File: src/sv/assert_macros.svh
// assertion macros shared by the sorted list rtl
`ifndef ASSERT_MACROS_SVH
`define ASSERT_MACROS_SVH

// plain property checked on every clock edge outside reset
`define SLFR_ASSERT(label, prop, msg) \
  label: assert property (@(posedge clk_i) disable iff (!rst_ni) (prop)) else $error(msg);

// implication whose consequent is checked in the cycle after the antecedent, outside reset
`define SLFR_ASSERT_NEXT(label, ante, cons, msg) \
  label: assert property (@(posedge clk_i) disable iff (!rst_ni) (ante) |=> (cons)) \
    else $error(msg);

`endif

File: src/sv/slfr_pkg.sv
// types and constants of the sorted list block
package slfr_pkg;

  localparam int unsigned DEPTH = 16;
  localparam int unsigned IdxW  = (DEPTH > 1) ? $clog2(DEPTH) : 1;
  localparam int unsigned CntW  = $clog2(DEPTH + 1);
  localparam int unsigned PosW  = 5;

  typedef enum logic [1:0] {
    OP_INSERT = 2'd0,
    OP_FIND   = 2'd1,
    OP_REMOVE = 2'd2
  } op_e;

  typedef enum logic [1:0] {
    ST_OK        = 2'd0,
    ST_NOT_FOUND = 2'd1,
    ST_FULL      = 2'd2
  } status_e;

  typedef struct packed {
    logic [1:0]         opcode;
    logic signed [31:0] value;
  } in_t;

  typedef struct packed {
    logic [1:0]      status;
    logic [PosW-1:0] position;
    logic [PosW-1:0] entry_count;
  } out_t;

  // per-transfer control broadcast to every cell
  typedef struct packed {
    logic ins;
    logic rem;
  } cell_ctrl_t;

endpackage

File: src/sv/slfr_cell.sv
// one slot of the sorted list: holds a key, compares it, shifts with its neighbors
module slfr_cell
  import slfr_pkg::*;
(
  input  logic               clk_i,
  input  cell_ctrl_t         ctrl_i,
  input  logic signed [31:0] value_i,
  input  logic               occ_i,
  input  logic               left_lt_i,
  input  logic signed [31:0] left_entry_i,
  input  logic signed [31:0] right_entry_i,
  output logic signed [31:0] entry_o,
  output logic               lt_o,
  output logic               eq_o
);

  logic signed [31:0] entry_q, entry_d;

  assign lt_o    = occ_i && (entry_q < value_i);
  assign eq_o    = occ_i && (entry_q == value_i);
  assign entry_o = entry_q;

  always_comb begin
    entry_d = entry_q;
    if (ctrl_i.ins && !lt_o) begin
      // first slot not below the key takes it, later ones move up
      entry_d = left_lt_i ? value_i : left_entry_i;
    end else if (ctrl_i.rem && !lt_o) begin
      entry_d = right_entry_i;
    end
  end

  always_ff @(posedge clk_i) begin
    entry_q <= entry_d;
  end

endmodule

File: src/sv/sorted_list_insert_find_remove.sv
// top level of the sorted list: a row of slot cells, count and output register
// Keeps up to DEPTH signed keys in ascending order and handles one opcode per
// transfer: insert in front of the first key not below it, find the first equal
// key, or remove it and close the gap. One item is accepted every cycle unless a
// held result stalls it; its result lands in the output register on the accepting
// edge and is shown the next cycle, while the next item may already be taken.
// The cycle is set by the signed compare in every cell against the broadcast key
// and the encode of the one-hot boundary into a position. Slots are meaningful
// only below the count, so reset clears only count and valid, with no clearing pass.
module sorted_list_insert_find_remove
  import slfr_pkg::*;
(
  input  logic clk_i,
  input  logic rst_ni,
  input  logic in_valid_i,
  output logic in_ready_o,
  input  in_t  in_data_i,
  output logic out_valid_o,
  input  logic out_ready_i,
  output out_t out_data_o
);

`include "assert_macros.svh"

  localparam logic [PosW-1:0] PosNone = PosW'(DEPTH);
  localparam logic [CntW-1:0] CntFull = CntW'(DEPTH);

  logic [CntW-1:0] count_q, count_d;
  logic            out_valid_q;
  out_t            out_q, out_d;

  logic               in_fire;
  logic               full;
  logic               found;
  logic               ins_ok;
  logic               ins_full;
  cell_ctrl_t         ctrl;
  logic [IdxW-1:0]    pos_idx;
  logic [DEPTH-1:0]   lt, eq, bnd;
  logic signed [31:0] entry [DEPTH];

  assign in_ready_o  = !out_valid_q || out_ready_i;
  assign in_fire     = in_valid_i && in_ready_o;
  assign out_valid_o = out_valid_q;
  assign out_data_o  = out_q;
  assign full        = (count_q == CntFull);
  assign ins_ok      = in_fire && (in_data_i.opcode == OP_INSERT) && !full;
  assign ins_full    = in_fire && (in_data_i.opcode == OP_INSERT) && full;

  genvar gi;
  generate
    for (gi = 0; gi < DEPTH; gi++) begin : g_cell
      logic               left_lt;
      logic signed [31:0] left_entry, right_entry;

      if (gi == 0) begin : g_first
        assign left_lt    = 1'b1;
        assign left_entry = in_data_i.value;
      end else begin : g_mid
        assign left_lt    = lt[gi-1];
        assign left_entry = entry[gi-1];
      end
      if (gi == DEPTH - 1) begin : g_last
        assign right_entry = entry[gi];
      end else begin : g_inner
        assign right_entry = entry[gi+1];
      end

      // one-hot mark of the first slot that is not below the key
      assign bnd[gi] = !lt[gi] && left_lt;

      slfr_cell u_cell (
        .clk_i        (clk_i),
        .ctrl_i       (ctrl),
        .value_i      (in_data_i.value),
        .occ_i        (CntW'(gi) < count_q),
        .left_lt_i    (left_lt),
        .left_entry_i (left_entry),
        .right_entry_i(right_entry),
        .entry_o      (entry[gi]),
        .lt_o         (lt[gi]),
        .eq_o         (eq[gi])
      );
    end
  endgenerate

  always_comb begin
    pos_idx = '0;
    for (int i = 0; i < DEPTH; i++) begin
      pos_idx = pos_idx | (bnd[i] ? IdxW'(i) : '0);
    end
  end

  assign found = |(bnd & eq);

  always_comb begin
    ctrl    = '0;
    count_d = count_q;
    out_d   = out_q;
    if (in_fire) begin
      out_d.status   = ST_NOT_FOUND;
      out_d.position = PosNone;
      unique case (in_data_i.opcode)
        OP_INSERT: begin
          if (full) begin
            out_d.status = ST_FULL;
          end else begin
            ctrl.ins       = 1'b1;
            count_d        = count_q + 1'b1;
            out_d.status   = ST_OK;
            out_d.position = PosW'(pos_idx);
          end
        end
        OP_FIND: begin
          if (found) begin
            out_d.status   = ST_OK;
            out_d.position = PosW'(pos_idx);
          end
        end
        OP_REMOVE: begin
          if (found) begin
            ctrl.rem       = 1'b1;
            count_d        = count_q - 1'b1;
            out_d.status   = ST_OK;
            out_d.position = PosW'(pos_idx);
          end
        end
        default: begin
          out_d.status = ST_NOT_FOUND;
        end
      endcase
      out_d.entry_count = PosW'(count_d);
    end
  end

  always_ff @(posedge clk_i or negedge rst_ni) begin
    if (!rst_ni) begin
      count_q     <= '0;
      out_valid_q <= 1'b0;
    end else begin
      count_q <= count_d;
      if (in_fire) begin
        out_valid_q <= 1'b1;
      end else if (out_ready_i) begin
        out_valid_q <= 1'b0;
      end
    end
  end

  always_ff @(posedge clk_i) begin
    out_q <= out_d;
  end

  `SLFR_ASSERT(a_count_range, count_q <= CntFull, "entry count above depth")
  `SLFR_ASSERT(a_bnd_onehot, $onehot0(bnd), "more than one insert boundary")
  `SLFR_ASSERT_NEXT(a_idle_count, !in_fire, $stable(count_q), "count moved without transfer")
  `SLFR_ASSERT_NEXT(a_ins_count, ins_ok, count_q == $past(count_q) + 1'b1, "insert kept count")
  `SLFR_ASSERT_NEXT(a_full_flag, ins_full, out_q.status == ST_FULL, "full insert not flagged")
  `SLFR_ASSERT_NEXT(a_full_hold, ins_full, count_q == CntFull, "full insert moved count")

endmodule
File: config.mk
export PLATFORM = sky130hd
export DESIGN_NAME = sorted_list_insert_find_remove
export DESIGN_NICKNAME = d
export VERILOG_FILES = /design/src/sv/slfr_pkg.sv /design/src/sv/slfr_cell.sv /design/src/sv/sorted_list_insert_find_remove.sv
export VERILOG_INCLUDE_DIRS = /design/src /design/src/sv
export SDC_FILE = /design/constraint.sdc
export NUM_CORES = 2
export LEC_CHECK = 0
export BUFFER_PORTS_ARGS = -buffer_cell sky130_fd_sc_hd__buf_2
export CAP_MARGIN = 10
export CORE_MARGIN = 4
export CORE_UTILIZATION = 65
export CTS_CLUSTER_SIZE = 10
export DETAILED_ROUTE_END_ITERATION = 6
export GPL_ROUTABILITY_DRIVEN = 0
export PLACE_DENSITY = 0.82
export SLEW_MARGIN = 20
export SYNTH_ARGS = -nofsm -noshare
export SYNTH_HDL_FRONTEND = slang
export SYNTH_SLANG_ARGS = --single-unit
File: constraint.sdc
create_clock -name clk_i -period 6.95 [get_ports clk_i]
set_clock_uncertainty 0.1 [all_clocks]
set_input_delay 1.0425 -clock clk_i [delete_from_list [all_inputs] [get_ports clk_i]]
set_output_delay 1.0425 -clock clk_i [all_outputs]
set_load 0.01 [all_outputs]
# Word-level counts from Yosys, hierarchy flattened
# Cells that the tools add are included.
word_totals:
  regBits: 530
  latch_bits: 0
  ram_bits: 0
  mem_bits_ro: 0
  in_bits: 38
  wordCells: 280
  n_memories: 0
classes:
  add_sub_neg: 2
  mul: 0
  n_div: 0
  order_cmp: 32
  n_eq_ne: 19
  shifts: 0
  n_mux: 75
  bitwise: 15
  reduce_logical: 116
ops:
  columns: ["op", "count"]
  rows:
  - ["$mux 32", 45]
  - ["$eq 32x32->1", 16]
  - ["$lt 32x32->1", 16]
  - ["$logic_and 1x1->1", 79]
  - ["$lt 4x5->1 const A", 8]
  - ["$mux 4", 8]
  - ["$reduce_bool 2->1", 16]
  - ["$or 4x4->4", 7]
  - ["$lt 3x5->1 const A", 4]
  - ["$pmux 5 s2", 2]
  - ["$logic_not 1->1", 17]
  - ["$and 16x16->16", 1]
  - ["$reduce_or 16->1", 1]
  - ["$mux 5", 3]
  - ["$mux 3", 4]
  - ["$lt 1x5->1 const A", 2]
  - ["$lt 2x5->1 const A", 2]
  - ["$or 3x3->3", 3]
  - ["$mux 2", 4]
  - ["$mux 1", 7]
  - ["$mux 6", 1]
  - ["$add 5x1->5 const B", 1]
  - ["$eq 5x5->1 const B", 1]
  - ["$sub 5x1->5 const B", 1]
  - ["other kinds (10)", 10]

# Depth between registers and ports, before layout
depth:
  word_depth: 21
  depth_mapped: 14
  ltp_nobuf: 12

# By module
# A second synthesis with hierarchy kept.
unflattened:
  cells_unflattened: 3796
  area_unflattened_um2: 42857.4
by_module_without_submodules:
  columns: ["mod", "instances", "cells_each", "area_each_um2", "seq_area_each_um2"]
  rows:
  - ["slfr_cell", 16, 226, 2585.0, 960.9]
  - ["sorted_list_insert_find_remove", 1, 180, 1497.7, 510.5]

# Worst setup path before layout
# No wires, ideal clock.
synth_path:
  path_type: "input to register"
  startpoint: "input in_data_i[14] (netlist bit)"
  endpoint: "register g_cell[13].u_cell.entry_q[0] (enable)"
  setup_ps: 432
  t_arrival_ps: 5599
  required_time_ps: 6418
  slack_ps: 819
  stages: 12
  n_path_buf: 0
  cell_sequence: "inv_1 > ha_1 > and4_1 > a21oi_1 > o31ai_1 > or3_1 > or3_1 > a2111oi_0 > nor4_2 > a41oi_4 > o21ai_4 > a21oi_1"
synth_between:
  elab_chain_cells: 11
  elab_cells_between_ends: 103
synth_lines:
  columns: ["element", "line", "rtl"]
  rows:
  - ["start, declared", "sorted_list_insert_find_remove.sv:17", "input in_t in_data_i,"]
  - ["$lt 32x32->1", "slfr_cell.sv:19", "assign lt_o = occ_i && (entry_q < value_i);"]
  - ["$logic_and 1x1->1", "slfr_cell.sv:19", null]
  - ["$logic_not 1->1 (on tied branches)", "sorted_list_insert_find_remove.sv:70, slfr_cell.sv:25, slfr_cell.sv:28", null]
  - ["$logic_and 1x1->1", "sorted_list_insert_find_remove.sv:70", "assign bnd[gi] = !lt[gi] && left_lt;"]
  - ["$and 16x16->16", "sorted_list_insert_find_remove.sv:94", "assign found = |(bnd & eq);"]
  - ["$reduce_or 16->1", "sorted_list_insert_find_remove.sv:94", null]
  - ["$mux 1", "sorted_list_insert_find_remove.sv:121", "if (found) begin"]
  - ["$mux 1", "sorted_list_insert_find_remove.sv:103", "unique case (in_data_i.opcode)"]
  - ["$mux 2", "sorted_list_insert_find_remove.sv:100", "if (in_fire) begin"]
  - ["$logic_and 1x1->1", "slfr_cell.sv:28", "end else if (ctrl_i.rem && !lt_o) begin"]
  - ["$reduce_bool 2->1 (no line) (*)", null, null]
  - ["end signal, assigned", "slfr_cell.sv:34", "entry_q <= entry_d;"]
  - ["end, declared", "slfr_cell.sv:17", "logic signed [31:0] entry_q, entry_d;"]
# Every way passes the cells marked *; elsewhere a longest branch is shown, timed or not.
# A chain may end at the register's enable or synchronous reset.

# Final worst setup path
layout_path:
  startpoint: "input in_data_i[31] (netlist bit)"
  endpoint: "register g_cell[3].u_cell.entry_q[2] (enable)"
layout_between:
  elab_chain_cells: 11
  elab_cells_between_ends: 103
layout_lines:
  columns: ["element", "line"]
  rows:
  - ["$lt 32x32->1", "slfr_cell.sv:19"]
  - ["$logic_and 1x1->1", "slfr_cell.sv:19"]
  - ["$logic_not 1->1 (on tied branches)", "sorted_list_insert_find_remove.sv:70, slfr_cell.sv:25, slfr_cell.sv:28"]
  - ["$logic_and 1x1->1", "sorted_list_insert_find_remove.sv:70"]
  - ["$and 16x16->16", "sorted_list_insert_find_remove.sv:94"]
  - ["$reduce_or 16->1", "sorted_list_insert_find_remove.sv:94"]
  - ["$mux 1", "sorted_list_insert_find_remove.sv:121"]
  - ["$mux 1", "sorted_list_insert_find_remove.sv:103"]
  - ["$mux 2", "sorted_list_insert_find_remove.sv:100"]
  - ["$logic_and 1x1->1", "slfr_cell.sv:28"]
  - ["$reduce_bool 2->1 (no line) (*)", null]
  - ["end signal, assigned", "slfr_cell.sv:34"]
  - ["end, declared", "slfr_cell.sv:17"]
# Marks and branches as above.

==> metrics.md <==
| Metric | Value |
|---|---|
| Failing checks | `DRC` |
| Nets | `around 4600` |
| Initial antenna violation count | `3` |
| Vias in the first global route | `32400` |
| Syn Area/Cell | `9.72 sq um` |
| Root buf cell | `clkbuf_16` |
| Clk slew on worst S/H paths | `60 ps` |
| Fin crit share | `about nine tenths` |
| Critical-path top delay cell | `nor2_4` |
| FF-to-FF End | `g_cell[3].u_cell.entry_o[2]` |
| Maximum fanout along the worst path | `27` |
| Fin area | `42000 sq um` |
| Worst-Margin Slew | `1160 ps` |
| Post-DRT Antenna Nets | `0` |
| # IOs | `52` |
| Fill cell count | `approximately 4200` |
| Worst-path cell chain | `buf_2, inv_1, ha_1, and3_1, nand4_1, or4_4, a31oi_4, nor3_1, a2111oi_0, buf_4, nor4_2, a41oi_4, o21ai_4, buf_4, nor2_4, buf_4` |
| Max-cap violations | `0` |
| Syn Nets | `around 4500` |
| Relative slew slack | `22.2%` |
| Endpoints failing hold | `0` |
| # setup viols final | `0` |
| Avg WL per Cell | `25.0 um` |
| Area Overhead vs Synth | `9.23%` |
| CP peak stage delay | `880 ps` |
| Hold_buf cts | `0` |
| Gate Count Post-Synth | `roughly 4000` |
| Share of layout cells above drive strength 1 | `9.65%` |
| IO buf count | `51` |
| CP Launch Type | `primary input` |
| Yosys cell types | `85` |
| Final Max Slew Viols | `0` |
| DR DRC count | `1` |
| Top delay family on crit path | `simple AND/OR/NAND/NOR gates` |
| Flops & latches, synth | `530` |
| Skew-Pair Late Insertion Delay | `660 ps` |
| Std-Cell Rows | `88` |
| CP required | `roughly 7200 ps` |
| Top achievable clock speed | `162 MHz` |
| Yosys warns | `0` |
| Register Area | `15900 sq um` |
| FF-to-FF setup slack | `1410 ps` |
| CTS H-tree lvls | `2` |
| WP data arrival | `6420 ps` |
| Synth Cell Area | `38500 sq um` |
| Initial Util | `66.2%` |
| Critical Path Sink Type | `register` |
| Total track usage | `36.8%` |
| Die width | `between 200 and 300 um` |
| Gr ovfl total | `0` |
| DRT Pass-1 Iters | `7` |
| Primary FF master, synth | `edfxtp_1` |
| Iteration-0 DRC Markers | `4448` |
| Worst Hold Class | `in -> async` |
| Total Power | `8.11 mW` |
| Outcome | `finished with violations` |
| Area occupied by multi-input gates | `~22000 sq um` |
| Final Util | `between 70% and 80%` |
| RSZ-0062 raised after global routing | `false` |
| Register area share after synthesis | `41.3%` |
| Mean number of vias per cell | `just under 7` |
| CTS tree | `yes` |
| Static Leak | `about 16 nW` |
| Number of CTS-inserted buffers | `61` |
| EDFF count, synth | `around 520` |
| CP Class | `in -> reg` |
| Largest net degree at the start of global routing | `65` |
| Post-cts resize count | `0` |
| Maximum VDD drop | `0.246 mV` |
| Post-CTS setup buffer count | `0` |
| Worst setup path startpoint | `in_data_i[31]` |
| Final Critical Period | `6170 ps` |
| PD cells | `193 nW/um^2` |
| Clk sinks | `530` |
| Reg2Reg Depth | `13` |
| Global-route wire length before repair | `around 180000 um` |
| WP buf/inv | `5` |
| Post-route setup TNS | `0 ps` |
| Die ar. | `63100 sq um` |
| Most used cell, CP | `buf_4` |
| Total Routed Length | `around 120000 um` |
| Via count | `33300` |
| Reg2Reg Launch Point | `g_cell[13].u_cell.entry_o[15]` |
| DP Area | `40200 sq um` |
| Synth async-reset ratio | `1.13%` |
| Clk buf depth | `3` |
| Post-DP HPWL | `87400 um` |
| Placeable Area | `approximately 58000 sq um` |
| Die H | `251 um` |
-- worst reg2reg max path: stages, from the launching register on --
cell       delay [ps]
edfxtp_1          460
ha_1              370
nand4_1           190
nor4_1            810
a21boi_0          260
o41ai_1           160
and2_1            250
a2111oi_0         680
a2111oi_2         200
a41oi_4           270
o21ai_4            90
buf_4             210
nor2_4            890
buf_4             310
-- area by class of cell --
type / count / share of cell area (%)
Antenna cell: 1 / 0.00596
Clock buffer: 87 / 3.89
Clock inverter: 7 / 0.137
Inverter: 79 / 0.706
Multi-Input combinational cell: 3133 / 51.6
Sequential cell: 530 / 37.8
Tap cell: 765 / 2.28
Timing Repair Buffer: 195 / 3.59
-- worst max path at each step --
stage,endpoint,slack [ps],cells past startpoint
6_report,g_cell[3].u_cell.entry_o[2],780,16
5_1_grt,g_cell[9].u_cell.entry_o[31],760,16
4_1_cts,g_cell[10].u_cell.entry_o[20],860,16
3_5_place_dp,g_cell[10].u_cell.entry_o[27],230,16
3_3_place_gp,g_cell[10].u_cell.entry_o[25],340,16
2_1_floorplan,g_cell[13].u_cell.entry_o[0],820,12
-- metrics by stage --
step	setup WS [ps]	hold slack (ps)	instances
4_1_cts	863	166	4793
2_1_floorplan	819	422	3958
3_3_place_gp	340	408	4699
6_report	778	204	4797
5_1_grt	759	179	4796
3_5_place_dp	230	425	4699
-- registers in the layout, indices dropped and copies added, names as in the netlist --
name                   count
out_valid_o                1
g_cell.u_cell.entry_o    512
count_q                    5
out_data_o                12
-- where the power goes --
| part | leakage [nW] | switching, mW | internal (mW) |
|---|---|---|---|
| Combinational | 10.7 | 0.928 | 0.502 |
| Sequential | 4.86 | 0.101 | 3.63 |
| Clock | 0.815 | 1.35 | 1.60 |
| Total | 16.4 | 2.37 | 5.73 |
-- cells in the mapped netlist (11+ instances only) --
cell type  count  area, sq um
mux2_2        64          721
buf_2         25          125
nand4_1       89          557
and4_1        23          201
a221oi_1      19          166
nand3_1       47          235
inv_1         79          297
or3_1         12         75.1
a211oi_1      11         82.6
edfxtp_1     524        15700
a21oi_1      679         3400
buf_1         18         67.6
mux2i_1      264         2640
nand2b_1      16          100
clkbuf_1     172          646
o21a_1        16          120
a21o_1        47          353
nor4_1        23          144
o21ai_0      230         1150
ha_1         518         6480
nor3_1        58          290
nor2b_1       27          169
o211ai_1      13         97.6
nor2_1       515         1930
nand2_1      293         1100
-- routing by layer --
layer / up-vias / track usage, % / routed length (um)
li1: 15000 / - / -
met5: - / 0 / 44
met1: 15600 / 48.7 / 45400
met4: 6 / 17.8 / 6940
met3: 493 / 7.36 / 13700
met2: 2274 / 58.4 / 53700
-- kinds of logic after synthesis --
| group | synth area share, % |
|---|---|
| AND/OR/NAND/NOR | 13.6 |
| AO/OA/AOI/OAI | 16.5 |
| flip-flops | 41.3 |
| adder cells (fa/ha/maj) | 16.8 |
| multiplexers | 8.74 |
| buffers and inverters | 2.98 |
| XOR/XNOR | 0.0911 |
-- placed cells by master, fill, tap and decap left out, types with 17 or more instances in the layout --
cell,n
inv_1,79
clkbuf_1,25
mux2_2,64
buf_2,51
a21oi_1,676
nand2_1,290
nor2b_1,21
and4_1,23
nor2_4,17
ha_1,518
a21o_1,47
clkbuf_16,61
mux2i_1,262
edfxtp_1,524
nand3_1,46
a221oi_1,19
nor4_1,23
nor2_1,506
o21ai_0,230
buf_4,132
nor3_1,56
nand4_1,89
Note: power is estimated with default switching activity, not from simulation.
